## config.mk

```make
export PLATFORM = sky130hd
export DESIGN_NAME = min_remove_priority_list_core_flat
export DESIGN_NICKNAME = d
export VERILOG_FILES = /design/src/sv/mrpl_pkg.sv /design/src/sv/mrpl_if.sv /design/src/sv/min_remove_priority_list_core.sv /design/src/sv/mrpl_ctrl.sv /design/src/sv/mrpl_dp.sv /design/src/flat_wrapper.sv
export VERILOG_INCLUDE_DIRS = /design/src /design/src/sv
export SDC_FILE = /design/constraint.sdc
export NUM_CORES = 1
export LEC_CHECK = 0
export BUFFER_PORTS_ARGS = -buffer_cell sky130_fd_sc_hd__buf_4
export CORE_UTILIZATION = 46
export DETAILED_ROUTE_END_ITERATION = 7
export PLACE_DENSITY = 0.66
export RECOVER_POWER = 50
export SYNTH_ARGS = -nofsm -noshare
export SYNTH_HDL_FRONTEND = slang
export SYNTH_SLANG_ARGS = --single-unit
export TNS_END_PERCENT = 30
```

## constraint.sdc

```tcl
create_clock -name i_clk -period 5.6 [get_ports i_clk]
set_clock_uncertainty 0.15 [all_clocks]
set_input_delay 0.28 -clock i_clk [delete_from_list [all_inputs] [get_ports i_clk]]
set_output_delay 0.28 -clock i_clk [all_outputs]
set_load 0.005 [all_outputs]
```

## src/sv/min_remove_priority_list_core_macros.svh

```systemverilog
// Assertion macros for the min-remove priority list core.
// Used by the RTL files that carry concurrent checks; depends on nothing.
`ifndef MIN_REMOVE_PRIORITY_LIST_CORE_MACROS_SVH
`define MIN_REMOVE_PRIORITY_LIST_CORE_MACROS_SVH

`ifndef SYNTHESIS
// Same-cycle implication, disabled while reset is asserted.
`define MRPL_ASSERT_IMP(lbl, clk, rst_n, ante, cons) \
    lbl: assert property (@(posedge clk) disable iff (!rst_n) (ante) |-> (cons)) \
        else $error("same-cycle check failed");
// Next-cycle implication, disabled while reset is asserted.
`define MRPL_ASSERT_NXT(lbl, clk, rst_n, ante, cons) \
    lbl: assert property (@(posedge clk) disable iff (!rst_n) (ante) |=> (cons)) \
        else $error("next-cycle check failed");
`else
`define MRPL_ASSERT_IMP(lbl, clk, rst_n, ante, cons)
`define MRPL_ASSERT_NXT(lbl, clk, rst_n, ante, cons)
`endif

`endif

```

## src/sv/mrpl_pkg.sv

```systemverilog
`timescale 1ns / 1ps
// Shared constants, codes, types and address helper for the min-remove priority list.
// No dependencies; every other file but the macro header takes names from here.
package mrpl_pkg;

    localparam int DEPTH   = 16;
    localparam int ADDR_W  = (DEPTH > 1) ? $clog2(DEPTH) : 1;
    localparam int CNT_W   = $clog2(DEPTH + 1);
    localparam int DATA_W  = 32;
    localparam int ACT_W   = 2;
    localparam int STAT_W  = 2;
    localparam int CAP_W   = 5;
    localparam int COUNT_W = 5;

    localparam logic [ACT_W-1:0] ACT_INSERT = 2'd0;
    localparam logic [ACT_W-1:0] ACT_REMOVE = 2'd1;
    localparam logic [ACT_W-1:0] ACT_PEEK   = 2'd2;

    localparam logic [STAT_W-1:0] STAT_OK    = 2'd0;
    localparam logic [STAT_W-1:0] STAT_FULL  = 2'd1;
    localparam logic [STAT_W-1:0] STAT_EMPTY = 2'd2;

    localparam logic [CAP_W-1:0] CAP_RESET = 5'd10;

    typedef logic [ADDR_W-1:0]        t_addr;
    typedef logic [CNT_W-1:0]         t_cnt;
    typedef logic signed [DATA_W-1:0] t_data;

    typedef struct packed {
        logic accept;
        logic scan_start;
        logic scan_step;
        logic shift_start;
        logic shift_step;
        logic rd_head;
        logic finish;
    } t_cmd;

    typedef struct packed {
        logic remove_go;
        logic peek_go;
        logic scan_done;
        logic shift_done;
        logic out_free;
    } t_sts;

    // Physical slot of a logical offset from the head, wrapping at DEPTH.
    function automatic t_addr slot_add(t_addr base, t_cnt off);
        logic [CNT_W:0] sum;
        sum = (CNT_W+1)'(base) + (CNT_W+1)'(off);
        if (sum >= (CNT_W+1)'(DEPTH)) begin
            sum = sum - (CNT_W+1)'(DEPTH);
        end
        return ADDR_W'(sum);
    endfunction

endpackage

```

## src/sv/mrpl_if.sv

```systemverilog
`timescale 1ns / 1ps
// Valid/ready channel interfaces: request, configuration write and result.
// Depends on mrpl_pkg for field widths.
interface mrpl_in_if;
    logic                            valid;
    logic                            ready;
    logic [mrpl_pkg::ACT_W-1:0]      action;
    logic signed [mrpl_pkg::DATA_W-1:0] value;
    modport source (output valid, action, value, input ready);
    modport sink   (input valid, action, value, output ready);
endinterface

interface mrpl_cfg_if;
    logic                       valid;
    logic                       ready;
    logic [mrpl_pkg::CAP_W-1:0] data;
    modport source (output valid, data, input ready);
    modport sink   (input valid, data, output ready);
endinterface

interface mrpl_out_if;
    logic                               valid;
    logic                               ready;
    logic [mrpl_pkg::STAT_W-1:0]        status;
    logic signed [mrpl_pkg::DATA_W-1:0] data;
    logic [mrpl_pkg::COUNT_W-1:0]       count;
    modport source (output valid, status, data, count, input ready);
    modport sink   (input valid, status, data, count, output ready);
endinterface

```

## src/sv/min_remove_priority_list_core.sv

```systemverilog
`timescale 1ns / 1ps
// Top level of the min-remove priority list: binds the sequencer and datapath
// to the channel interfaces. Depends on mrpl_pkg, mrpl_if, mrpl_ctrl, mrpl_dp.
//
//  channel | dir | beat carries              | accepted when
//  --------+-----+---------------------------+---------------------------
//  i_in    | in  | action, value             | i_in.valid  & i_in.ready
//  i_cfg   | in  | capacity (5 bits)         | i_cfg.valid & i_cfg.ready
//  o_out   | out | status, data, count       | o_out.valid & o_out.ready
//
// One request at a time; the input is ready only while the sequencer idles.
// Insert, peek, no-op and any refused request go from the accept through decode
// straight to the response. Remove of n held entries with m on the shorter side
// of the removed slot: a scan of the n entries through the registered read port
// of the entry memory, then a shift of the m entries that closes the gap (m is
// at most 7 for a full list of 16), then the response.
// Reset is synchronous and active low: empty list, capacity 10, no result
// held, and neither input channel is ready while reset is asserted.
// A result waiting in the output register does not block the next accept;
// the following result holds until that beat is taken, adding the stall.
module min_remove_priority_list_core (
    input  logic              i_clk,
    input  logic              i_rst_n,
    mrpl_in_if.sink           i_in,
    mrpl_cfg_if.sink          i_cfg,
    mrpl_out_if.source        o_out
);

    mrpl_pkg::t_cmd cmd;
    mrpl_pkg::t_sts sts;
    logic           in_ready;
    logic           out_valid;

    // Capacity writes land in a single register and are taken out of reset.
    assign i_cfg.ready = i_rst_n;
    assign i_in.ready  = in_ready;
    assign o_out.valid = out_valid;

    // Sequencer: accept, decode, scan, shift, respond.
    mrpl_ctrl u_ctrl (
        .i_clk      (i_clk),
        .i_rst_n    (i_rst_n),
        .i_in_valid (i_in.valid),
        .o_in_ready (in_ready),
        .i_sts      (sts),
        .o_cmd      (cmd)
    );

    // Datapath: entry memory, list pointers and result register.
    mrpl_dp u_dp (
        .i_clk       (i_clk),
        .i_rst_n     (i_rst_n),
        .i_cmd       (cmd),
        .o_sts       (sts),
        .i_action    (i_in.action),
        .i_value     (i_in.value),
        .i_cfg_we    (i_cfg.valid && i_cfg.ready),
        .i_cfg_data  (i_cfg.data),
        .i_out_ready (o_out.ready),
        .o_out_valid (out_valid),
        .o_status    (o_out.status),
        .o_data      (o_out.data),
        .o_count     (o_out.count)
    );

endmodule

```

## src/sv/mrpl_ctrl.sv

```systemverilog
`timescale 1ns / 1ps
// Sequencer for the min-remove priority list: steps one request through
// decode, scan, shift and response. Depends on mrpl_pkg.
module mrpl_ctrl (
    input  logic           i_clk,
    input  logic           i_rst_n,
    input  logic           i_in_valid,
    output logic           o_in_ready,
    input  mrpl_pkg::t_sts i_sts,
    output mrpl_pkg::t_cmd o_cmd
);

    localparam logic [2:0] S_IDLE  = 3'd0;
    localparam logic [2:0] S_EXEC  = 3'd1;
    localparam logic [2:0] S_SCAN  = 3'd2;
    localparam logic [2:0] S_SHIFT = 3'd3;
    localparam logic [2:0] S_RESP  = 3'd4;

    logic [2:0] r_state;
    logic [2:0] n_state;

    always_ff @(posedge i_clk) begin
        if (!i_rst_n) begin
            r_state <= S_IDLE;
        end else begin
            r_state <= n_state;
        end
    end

    always_comb begin
        n_state    = r_state;
        o_cmd      = '0;
        o_in_ready = 1'b0;
        unique case (r_state)
            S_IDLE: begin
                o_in_ready = i_rst_n;
                if (i_in_valid && i_rst_n) begin
                    o_cmd.accept = 1'b1;
                    n_state      = S_EXEC;
                end
            end
            S_EXEC: begin
                if (i_sts.remove_go) begin
                    o_cmd.scan_start = 1'b1;
                    n_state          = S_SCAN;
                end else begin
                    o_cmd.rd_head = i_sts.peek_go;
                    n_state       = S_RESP;
                end
            end
            S_SCAN: begin
                if (i_sts.scan_done) begin
                    o_cmd.shift_start = 1'b1;
                    n_state           = S_SHIFT;
                end else begin
                    o_cmd.scan_step = 1'b1;
                end
            end
            S_SHIFT: begin
                if (i_sts.shift_done) begin
                    n_state = S_RESP;
                end else begin
                    o_cmd.shift_step = 1'b1;
                end
            end
            S_RESP: begin
                if (i_sts.out_free) begin
                    o_cmd.finish = 1'b1;
                    n_state      = S_IDLE;
                end
            end
            default: begin
                n_state = S_IDLE;
            end
        endcase
    end

endmodule

```

## src/sv/mrpl_dp.sv

```systemverilog
`timescale 1ns / 1ps
// Datapath of the min-remove priority list: entry memory, head and count,
// minimum scan, gap-closing shift and the result register. Depends on mrpl_pkg.
`include "min_remove_priority_list_core_macros.svh"
module mrpl_dp (
    input  logic                               i_clk,
    input  logic                               i_rst_n,
    input  mrpl_pkg::t_cmd                     i_cmd,
    output mrpl_pkg::t_sts                     o_sts,
    input  logic [mrpl_pkg::ACT_W-1:0]         i_action,
    input  logic signed [mrpl_pkg::DATA_W-1:0] i_value,
    input  logic                               i_cfg_we,
    input  logic [mrpl_pkg::CAP_W-1:0]         i_cfg_data,
    input  logic                               i_out_ready,
    output logic                               o_out_valid,
    output logic [mrpl_pkg::STAT_W-1:0]        o_status,
    output logic signed [mrpl_pkg::DATA_W-1:0] o_data,
    output logic [mrpl_pkg::COUNT_W-1:0]       o_count
);

    // entry store, one write and one registered read per cycle
    mrpl_pkg::t_data r_mem [mrpl_pkg::DEPTH];
    mrpl_pkg::t_data r_rd_data;

    logic [mrpl_pkg::ACT_W-1:0]  r_action;
    mrpl_pkg::t_data             r_value;
    logic [mrpl_pkg::CAP_W-1:0]  r_cap;
    mrpl_pkg::t_addr             r_head;
    mrpl_pkg::t_cnt              r_count;
    mrpl_pkg::t_cnt              r_idx;
    logic                        r_cmp_vld;
    mrpl_pkg::t_addr             r_cmp_idx;
    mrpl_pkg::t_data             r_min_val;
    mrpl_pkg::t_addr             r_min_pos;
    logic                        r_front;
    logic                        r_wr_pend;
    mrpl_pkg::t_addr             r_wr_addr;
    logic                        r_out_valid;
    logic [mrpl_pkg::STAT_W-1:0] r_out_status;
    mrpl_pkg::t_data             r_out_data;
    logic [mrpl_pkg::COUNT_W-1:0] r_out_count;

    mrpl_pkg::t_cnt              limit;
    logic                        full;
    logic                        empty;
    logic                        scan_issue;
    logic                        shift_issue;
    mrpl_pkg::t_cnt              src_off;
    mrpl_pkg::t_cnt              after;
    logic                        front_pick;
    logic                        rd_en;
    mrpl_pkg::t_addr             rd_addr;
    logic                        wr_en;
    mrpl_pkg::t_addr             wr_addr;
    mrpl_pkg::t_data             wr_data;
    logic [mrpl_pkg::STAT_W-1:0] n_status;
    mrpl_pkg::t_data             n_data;
    mrpl_pkg::t_cnt              n_count;
    mrpl_pkg::t_addr             n_head;
    logic                        cmp_take;

    always_comb begin
        if (int'(r_cap) > mrpl_pkg::DEPTH) begin
            limit = mrpl_pkg::t_cnt'(mrpl_pkg::DEPTH);
        end else begin
            limit = mrpl_pkg::t_cnt'(r_cap);
        end
    end

    assign full        = (r_count >= limit);
    assign empty       = (r_count == '0);
    assign scan_issue  = (r_idx < r_count);
    assign shift_issue = r_front ? (r_idx != '0)
                                 : ((r_idx + mrpl_pkg::t_cnt'(1)) < r_count);
    assign src_off     = r_front ? (r_idx - mrpl_pkg::t_cnt'(1))
                                 : (r_idx + mrpl_pkg::t_cnt'(1));
    assign after       = r_count - mrpl_pkg::t_cnt'(1) - mrpl_pkg::t_cnt'(r_min_pos);
    assign front_pick  = (mrpl_pkg::t_cnt'(r_min_pos) < after);
    assign cmp_take    = r_cmp_vld && ((r_cmp_idx == '0) || (r_rd_data < r_min_val));

    always_comb begin
        o_sts.remove_go  = (r_action == mrpl_pkg::ACT_REMOVE) && !empty;
        o_sts.peek_go    = (r_action == mrpl_pkg::ACT_PEEK) && !empty;
        o_sts.scan_done  = !scan_issue && !r_cmp_vld;
        o_sts.shift_done = !shift_issue && !r_wr_pend;
        o_sts.out_free   = !r_out_valid || i_out_ready;
    end

    // read port select
    always_comb begin
        rd_en   = 1'b0;
        rd_addr = r_head;
        if (i_cmd.rd_head) begin
            rd_en = 1'b1;
        end else if (i_cmd.scan_step && scan_issue) begin
            rd_en   = 1'b1;
            rd_addr = mrpl_pkg::slot_add(r_head, r_idx);
        end else if (i_cmd.shift_step && shift_issue) begin
            rd_en   = 1'b1;
            rd_addr = mrpl_pkg::slot_add(r_head, src_off);
        end
    end

    // result and state update for the finishing request
    always_comb begin
        n_status = mrpl_pkg::STAT_OK;
        n_data   = '0;
        n_count  = r_count;
        n_head   = r_head;
        unique case (r_action)
            mrpl_pkg::ACT_INSERT: begin
                if (full) begin
                    n_status = mrpl_pkg::STAT_FULL;
                end else begin
                    n_count = r_count + mrpl_pkg::t_cnt'(1);
                    if (empty) begin
                        n_head = '0;
                    end
                end
            end
            mrpl_pkg::ACT_REMOVE: begin
                if (empty) begin
                    n_status = mrpl_pkg::STAT_EMPTY;
                end else begin
                    n_data  = r_min_val;
                    n_count = r_count - mrpl_pkg::t_cnt'(1);
                    if (r_front) begin
                        n_head = mrpl_pkg::slot_add(r_head, mrpl_pkg::t_cnt'(1));
                    end
                end
            end
            mrpl_pkg::ACT_PEEK: begin
                if (empty) begin
                    n_status = mrpl_pkg::STAT_EMPTY;
                end else begin
                    n_data = r_rd_data;
                end
            end
            default: begin
                n_status = mrpl_pkg::STAT_OK;
            end
        endcase
    end

    // write port select
    always_comb begin
        wr_en   = 1'b0;
        wr_addr = r_wr_addr;
        wr_data = r_rd_data;
        if (r_wr_pend) begin
            wr_en = 1'b1;
        end else if (i_cmd.finish && (r_action == mrpl_pkg::ACT_INSERT) && !full) begin
            wr_en   = 1'b1;
            wr_addr = empty ? '0 : mrpl_pkg::slot_add(r_head, r_count);
            wr_data = r_value;
        end
    end

    always_ff @(posedge i_clk) begin
        if (wr_en) begin
            r_mem[wr_addr] <= wr_data;
        end
        if (rd_en) begin
            r_rd_data <= r_mem[rd_addr];
        end
    end

    always_ff @(posedge i_clk) begin
        if (!i_rst_n) begin
            r_cap       <= mrpl_pkg::CAP_RESET;
            r_head      <= '0;
            r_count     <= '0;
            r_idx       <= '0;
            r_cmp_vld   <= 1'b0;
            r_wr_pend   <= 1'b0;
            r_out_valid <= 1'b0;
        end else begin
            if (i_cfg_we) begin
                r_cap <= i_cfg_data;
            end
            if (i_cmd.finish) begin
                r_head      <= n_head;
                r_count     <= n_count;
                r_out_valid <= 1'b1;
            end else if (i_out_ready) begin
                r_out_valid <= 1'b0;
            end
            r_cmp_vld <= i_cmd.scan_step && scan_issue;
            if (i_cmd.scan_start) begin
                r_idx <= '0;
            end else if (i_cmd.scan_step && scan_issue) begin
                r_idx <= r_idx + mrpl_pkg::t_cnt'(1);
            end else if (i_cmd.shift_start) begin
                r_idx <= mrpl_pkg::t_cnt'(r_min_pos);
            end else if (i_cmd.shift_step && shift_issue) begin
                r_idx <= src_off;
            end
            if (i_cmd.shift_start) begin
                r_wr_pend <= 1'b0;
            end else if (i_cmd.shift_step) begin
                r_wr_pend <= shift_issue;
            end
        end
    end

    always_ff @(posedge i_clk) begin
        if (i_cmd.accept) begin
            r_action <= i_action;
            r_value  <= i_value;
        end
        if (i_cmd.scan_step && scan_issue) begin
            r_cmp_idx <= r_idx[mrpl_pkg::ADDR_W-1:0];
        end
        if (cmp_take) begin
            r_min_val <= r_rd_data;
            r_min_pos <= r_cmp_idx;
        end
        if (i_cmd.shift_start) begin
            r_front <= front_pick;
        end
        if (i_cmd.shift_step && shift_issue) begin
            r_wr_addr <= mrpl_pkg::slot_add(r_head, r_idx);
        end
        if (i_cmd.finish) begin
            r_out_status <= n_status;
            r_out_data   <= n_data;
            r_out_count  <= mrpl_pkg::COUNT_W'(n_count);
        end
    end

    assign o_out_valid = r_out_valid;
    assign o_status    = r_out_status;
    assign o_data      = r_out_data;
    assign o_count     = r_out_count;

    `MRPL_ASSERT_IMP(a_count_bound, i_clk, i_rst_n, 1'b1, r_count <= mrpl_pkg::t_cnt'(mrpl_pkg::DEPTH))
    `MRPL_ASSERT_IMP(a_one_writer, i_clk, i_rst_n, r_wr_pend, !i_cmd.finish)
    `MRPL_ASSERT_IMP(a_min_in_list, i_clk, i_rst_n, i_cmd.shift_start, mrpl_pkg::t_cnt'(r_min_pos) < r_count)
    `MRPL_ASSERT_NXT(a_full_keeps, i_clk, i_rst_n, i_cmd.finish && (r_action == mrpl_pkg::ACT_INSERT) && full, r_count == $past(r_count))

endmodule

```

## src/flat_wrapper.sv

```systemverilog
// flat-port wrapper written by rule: the top's interface ports become plain ports
module min_remove_priority_list_core_flat 
  (i_clk, i_rst_n, i_in_valid, i_in_action, i_in_value, i_in_ready, i_cfg_valid, i_cfg_data, i_cfg_ready, o_out_valid, o_out_status, o_out_data, o_out_count, o_out_ready);
  mrpl_in_if i_in_i ();
  mrpl_cfg_if i_cfg_i ();
  mrpl_out_if o_out_i ();
  input  logic i_clk;
  input  logic i_rst_n;
  input wire logic [$bits(i_in_i.valid)-1:0] i_in_valid;
  input wire logic [$bits(i_in_i.action)-1:0] i_in_action;
  input wire logic [$bits(i_in_i.value)-1:0] i_in_value;
  output wire logic [$bits(i_in_i.ready)-1:0] i_in_ready;
  input wire logic [$bits(i_cfg_i.valid)-1:0] i_cfg_valid;
  input wire logic [$bits(i_cfg_i.data)-1:0] i_cfg_data;
  output wire logic [$bits(i_cfg_i.ready)-1:0] i_cfg_ready;
  output wire logic [$bits(o_out_i.valid)-1:0] o_out_valid;
  output wire logic [$bits(o_out_i.status)-1:0] o_out_status;
  output wire logic [$bits(o_out_i.data)-1:0] o_out_data;
  output wire logic [$bits(o_out_i.count)-1:0] o_out_count;
  input wire logic [$bits(o_out_i.ready)-1:0] o_out_ready;
  assign i_in_i.valid = i_in_valid;
  assign i_in_i.action = i_in_action;
  assign i_in_i.value = i_in_value;
  assign i_in_ready = i_in_i.ready;
  assign i_cfg_i.valid = i_cfg_valid;
  assign i_cfg_i.data = i_cfg_data;
  assign i_cfg_ready = i_cfg_i.ready;
  assign o_out_valid = o_out_i.valid;
  assign o_out_status = o_out_i.status;
  assign o_out_data = o_out_i.data;
  assign o_out_count = o_out_i.count;
  assign o_out_i.ready = o_out_ready;
  min_remove_priority_list_core u_core (.i_clk(i_clk), .i_rst_n(i_rst_n), .i_in(i_in_i), .i_cfg(i_cfg_i), .o_out(o_out_i));
endmodule
```

==> flow_summary.ini, run 1 <==
[run_status]
status = finished with violations
violations = design-rule violations, max-capacitance violations, max-slew violations

[synth]
avgSynthCellArea_sq_um = 16.6
syn_area_sq_um = 29900
synth_compound_area_share_pct = 3.77
synth_cell_types = 65
synth_edf_count = 662
synthSimpleGateAreaFrac_pct = 3.09
ys.warnings.count = 0
syn_inst = 1798
ys_seq_area_share_pct = 68.1
muxShareOfSynthArea_pct = 17.6
synth_top_family_by_area = multiplexers
synth_flop_cell = edfxtp_1
synth.net_count = 1914
synthArstFlopShare_pct = 0
synth_fa_ha_area_share_pct = 3.11
synth-seq-cells = 687
synth_xor_xnor_area_share_pct = 0.732

[timing]
setup_viol = 0
slew_headroom_pct = -87.0
slew_violations = 122
hold_violations = 0
period_needed_ns = 5.21
rsz0062_at_grt = false
min_period_over_period_pct = 93.1
fmax_ghz = 0.192
finalSetupTns_ns = 0
whs_ns = 0.0892
worst_pin_slew_ns = 2.80

[clocking]
cts_root_buf = clkbuf_16
cts_buffers = 71
cts.sinks = 687
htree_levels = 3
clk_latency_ns = 0.60
clockBufferDepth = 3
clk_pin_slew_ns = 0.06
cts_tree = done
post-cts-setup-buffers = 0

[worst_setup_path]
worstPathMaxFanout = 26
critical_path_class = flip-flop to flip-flop
cp.required_ns = 5.71
rrSetupSlack_ns = 0.39
endpoint = u_core.u_dp.r_mem[0][29]
cp_data_arrival_time_ns = 5.32
end_kind = flip-flop
startpoint_type = flip-flop
r2r-end = u_core.u_dp.r_mem[0][29]
critPathLaunch = u_core.u_dp.r_count[0]
r2r-start = u_core.u_dp.r_count[0]
ff2ff_path_depth = 12

[routing]
wl_per_cell_microns = 22.3
drt_wl_total_mm = 63.8
viasPerCell = 5.47
ant_nets = 0
dr.pass1.iters = 7
remaining_drc_errors = 2
drtIter0Drc = 1147
num_vias = 15700

[flow_run]
drv_cap = 3

[place]
portBuffers = 85
dpl-instance-area_sq_um = 31400
place_congestion = 0.843
dp.cells = 2694
hpwl_mm = 38.5

[final_layout]
syn2layout_area_growth_pct = 13.5
final_nets = 2077
drive_gt1_share_pct = 11.4
fin_cells = 2865
fillers = 5152
antennaDiodeCount = 0
postLayoutCellArea_sq_um = 33900

[floorplanning]
die_x_microns = 257
die-area_sq_um = 66000
fp-row-count = 93
ios = 86
initial_core_util_pct = 46.5
die_y_microns = 257
coreArea_sq_um = 64300

[global_route]
antenna_found_initial = 0
grt_pass1_vias = 15900
grt_start_max_net_pins = 88
grt_usage_pct = 19.3
grt_first_pass_wirelength_mm = 96.4
grt.overflow.total = 0

[pwr]
p_total_uw = 13800
p_leak_uw = 0.0120
ir_drop_uv = 229
power.density_nw_per_um2 = 407

[hold_path]
hold_path_class = primary input to flip-flop
==> cell families after synthesis <==
| kind of cell | count (synthesis) |
|---|---|
| muxes | 523 |
| buffers and inverters | 147 |
| and+or+nand+nor | 185 |
| adders and majority gates | 72 |
| xor gates and xnor gates | 25 |
| DFF | 687 |
| AOI/OAI and AO/OA | 159 |
==> how the worst min path moves through the flow <==
stage | start | endpoint | slack [ns] | cells after the start
6_report | i_in_valid | u_core.u_ctrl.r_state[0] | 0.09 | 4
5_1_grt | i_in_valid | u_core.u_ctrl.r_state[0] | 0.14 | 4
4_1_cts | i_in_valid | u_core.u_ctrl.r_state[0] | 0.05 | 4
3_5_place_dp | u_core.u_dp.r_cmp_idx[2] | u_core.u_dp.r_min_pos[2] | 0.31 | 0
3_3_place_gp | u_core.u_dp.r_cmp_idx[2] | u_core.u_dp.r_min_pos[2] | 0.29 | 0
2_1_floorplan | i_in_action[0] | u_core.u_dp.r_action[0] | 0.23 | 0
==> Yosys cell counts (all sizes together), types with 25 or more instances <==
cell	instances	area share [%]
mux2	33	1.2
a22oi	33	0.83
nor2b	38	0.79
clkbuf	25	0.34
a21oi	34	0.59
nand2	37	0.46
buf	59	2.4
inv	62	0.78
mux2i	490	16
nor2	50	0.63
dfxtp	25	1.7
ha	68	2.8
edfxtp	662	66
==> per-stage QoR <==
stage	utilization [%]	setup WS, ns
floorplan	-	1.04
global placement	48.8	0.739
detailed placement	48.8	0.583
CTS	52.8	0.517
global route	52.7	0.151
finish	52.7	0.386
==> power by group <==
part,internal (uW),switching (uW),total (uW)
Combinational,1340,1860,3200
Sequential,6110,171,6280
Clock,2460,1880,4340
==> cell usage in the layout, fill, tap and decap left out, types with 29 or more instances in the layout <==
cell           instances
mux2i_1              490
clkbuf_16             74
buf_4                 30
edfxtp_1             662
ha_1                  68
clkbuf_4              71
mux2_1                29
a21oi_1               33
nor2_1                34
a22oi_1               33
nand2_1               36
dlygate4sd3_1         49
clkbuf_1              32
inv_1                 61
nor2b_1               38
==> flip-flops by register name, indices dropped and copies added, names as in the netlist, 4 cells and up <==
| signal | flops |
|---|---|
| u_core.u_dp.r_mem | 512 |
| u_core.u_dp.r_wr_addr | 4 |
| u_core.u_dp.r_min_pos | 4 |
| u_core.u_dp.r_count | 5 |
| u_core.u_dp.o_count | 5 |
| u_core.u_dp.o_data | 32 |
| u_core.u_dp.r_value | 32 |
| u_core.u_dp.r_head | 4 |
| u_core.u_dp.r_min_val | 32 |
| u_core.u_dp.r_cmp_idx | 4 |
| u_core.u_dp.r_idx | 5 |
| u_core.u_dp.r_cap | 5 |
| u_core.u_dp.r_rd_data | 32 |
==> final cells by class <==
type / count / area [sq um] / share of cell area [%]
clock inverter: 28 / 171 / 0.505
inverter: 63 / 236 / 0.697
multi-input combinational: 964 / 8620 / 25.4
clock buffer: 94 / 1930 / 5.68
timing repair buffer: 174 / 1530 / 4.52
tap: 855 / 1070 / 3.15
sequential: 687 / 20400 / 60.1
==> worst max-delay path, stage by stage, from the launching register on <==
cell and delay (ns):
dfxtp_1 0.52, inv_1 0.17, ha_1 0.30, nand2b_1 0.15, a21o_1 0.18, a21o_1 0.17
a21o_1 0.20, a2111o_1 0.92, nand2_1 0.30, o31a_1 0.18, o21ai_0 0.41, nor2_4 0.74
buf_4 0.43
==> routing by layer <==
metal  wire length (microns)  track usage, %  vias to the layer above
met3                    2910            2.81                       82
met2                   31400            32.3                      361
met1                   28300            26.1                     7979
li1                        -               -                     7252
met4                    1230            5.65                        0
met5                       0               0                        -
==> what timing repair did <==
item	CTS	global route
hold buffers	49	0
gates resized for setup	0	0
setup endpoints to repair	0	0
hold endpoints to repair	50	0
No activity file was read; power rests on OpenSTA's default activity.
==> run 2, diff against run 1 <==
CORE_UTILIZATION = 55   (was 46)
PLACE_DENSITY = 0.76   (was 0.66)
SYNTH_HIERARCHICAL = 1   (was default)
==> run 2 against run 1 <==
Compared with the run above:
- the flow finishes with violations (max-capacitance violations, max-slew violations)
- final cell count up 6.0%
- global-route usage grew 6.8 points
- die area decreased by 19%
- largest cell class unchanged
==> flow_summary.ini, run 2 <==
[routing]
num_vias = 18600
drt_wl_total_mm = 69.7
ant_nets = 0
viasPerCell = 6.11
wl_per_cell_microns = 22.9
drtIter0Drc = 2166
remaining_drc_errors = 0
dr.pass1.iters = 5

[final_layout]
top_register = u_core/u_dp/r_mem
syn2layout_area_growth_pct = 15.0
fillers = 3616
antennaDiodeCount = 0
drive_gt1_share_pct = 11.4
final_cell_mix = edfxtp_1, nand2_1, nand3_1
final_nets = 2419
fin_cells = 3036
largest_reg_flops = 512
postLayoutCoreUtil_pct = 64.4
layout.cells.most_common = edfxtp_1

[floorplanning]
die_y_microns = 232
die_x_microns = 232
ios = 86
fp-row-count = 83
initial_core_util_pct = 56.0
die-area_sq_um = 53600
coreArea_sq_um = 51700

[timing]
slew_headroom_pct = -59.7
worst_pin_slew_ns = 2.40
hold_violations = 0
fmax_ghz = 0.187
min_period_over_period_pct = 95.4
setup_viol = 0
slew_violations = 145
period_needed_ns = 5.34
finalSetupTns_ns = 0
rsz0062_at_grt = false
whs_ns = 0.0723

[global_route]
grt_first_pass_wirelength_mm = 104
grt.overflow.total = 0
grt_start_max_net_pins = 97
antenna_found_initial = 1
grt_pass1_vias = 17800
grt_usage_pct = 26.1

[pwr]
power.density_nw_per_um2 = 308
ir_drop_uv = 204
p_total_uw = 10300
p_leak_uw = 0.0120

[clocking]
cts_buffers = 70
clk_latency_ns = 0.61
cts.sinks = 687
htree_levels = 3
cts_root_buf = clkbuf_16
cts_tree = done
clk_pin_slew_ns = 0.06
clockBufferDepth = 3

[worst_setup_path]
startpoint_type = flip-flop
path_cells = ha_1, nand3_1, xnor2_1, ha_1, a211oi_1, a221oi_1, nor4bb_2, buf_4, a21boi_0, a32oi_1, and3_1, o21ai_1, and3_4, buf_12, mux2i_1, a221o_1, nand3_1
crit_path_max_incr_delay_ns = 0.52
ff2ff_path_depth = 17
crit_cells = 17
end_kind = flip-flop
crit_buf_inv = 2
critical_path_class = flip-flop to flip-flop
cpMaxStageDelayCell = dfxtp_1
cp_data_arrival_time_ns = 5.53
worstPathMaxFanout = 74
cp.required_ns = 5.79
crit_family = compound AO/OA/AOI/OAI gates

[synth]
syn_inst = 2173
synth_cell_types = 76
ys.warnings.count = 6
synth.net_count = 2289
ys_seq_area_share_pct = 70.3
synthTopCellsByCount = edfxtp_1, nand2_1, nand3_1, ha_1
synth_edf_count = 662
avgSynthCellArea_sq_um = 13.3
synth.area.top_cells = edfxtp_1, nand2_1, nand3_1, ha_1, dfxtp_1
synth.most_common_cell = edfxtp_1
synthArstFlopShare_pct = 0
syn_area_sq_um = 29000
synth_flop_cell = edfxtp_1
yosysTopAreaCell = edfxtp_1
netlist.area_leader.share_pct = 68.6
synth-seq-cells = 687

[place]
portBuffers = 85
hpwl_mm = 38.0
place_congestion = 0.889
dp.cells = 2864

[flow_run]
drv_cap = 5

[hold_path]
hold_path_class = primary input to flip-flop
hold_depth = 4

[run_status]
violations = max-capacitance violations, max-slew violations
status = finished with violations
==> run 2: changes by cell type after synthesis, moves of 22 or more <==
cell      change
buf_2        +40
a31oi_1      +28
buf_12       -22
a32oi_1      +33
mux2i_1     -449
nand3_1     +223
a21oi_1      +31
clkbuf_1     +30
nand2_1     +415
a221o_1      +32
==> run 2: layout make-up <==
type,instances,area (sq um),share of cell area [%]
flip-flops and latches,687,20400,61.1
multi-input cells,1296,7940,23.8
clock buffers,90,1870,5.61
repair buffers,183,1740,5.23
well taps,680,851,2.55
clock inverters,35,298,0.893
inverters,65,244,0.732
==> run 2: path summary, 6_finish.rpt <==
path	from	endpoint	slack, ns
setup reg to reg	u_core/u_dp/r_idx[1]	u_core/u_dp/r_rd_data[6]	0.26
hold / removal	i_in_valid	u_core/u_ctrl/r_state[2]	0.07
hold reg to reg	u_core/u_dp/r_cmp_idx[0]	u_core/u_dp/r_min_pos[0]	0.31
setup / recovery	u_core/u_dp/r_idx[1]	u_core/u_dp/r_rd_data[6]	0.26
==> run 2: what timing repair did <==
action | 4_1_cts | 5_1_grt
hold buffers | 43 | 0
hold endpoints to repair | 45 | 0
endpoints found under the setup margin | 0 | 32
resized for setup | 0 | 2
buffers inserted | 0 | 3
==> run 2: worst register-to-register path, stage by stage, from the launching register on <==
cell and delay [ns]:
dfxtp_1 0.52, ha_1 0.33, nand3_1 0.12, xnor2_1 0.25, ha_1 0.30, a211oi_1 0.43, a221oi_1 0.21, nor4bb_2 0.31
buf_4 0.17, a21boi_0 0.19, a32oi_1 0.12, and3_1 0.24, o21ai_1 0.42, and3_4 0.38, buf_12 0.34, mux2i_1 0.33
a221o_1 0.20, nand3_1 0.08
==> run 2: stage by stage <==
stage	instance area (sq um)	setup slack, ns
final	33300	0.258
after global routing	33300	0.00902
after CTS	33300	0.172
after detailed placement	30700	0.197
after global placement	30700	0.495
after floorplan	29000	0.0474
==> run 2: cell families after synthesis <==
| group | Yosys count | synth area share (%) |
|---|---|---|
| compound gates | 289 | 7.26 |
| xor+xnor | 20 | 0.605 |
| simple gates | 840 | 12.9 |
| flops | 687 | 70.3 |
| fa+ha+maj | 72 | 3.21 |
| buf+inv | 191 | 2.93 |
| mux | 74 | 2.70 |
==> run 2: power by group <==
group / switching [uW] / total, uW / internal, uW
clock network: 1890 / 4440 / 2550
logic: 109 / 196 / 87.3
registers: 18.6 / 5620 / 5610
total: 2020 / 10300 / 8250
==> run 2: routing by layer <==
metal  global-route usage (%)  wire length, microns  up-vias
li1                         -                     -     8336
met1                     35.0                 27400     9003
met2                     42.2                 33300     1054
met3                     4.54                  6820      162
met4                     10.5                  2170        0
met5                        0                     0        -
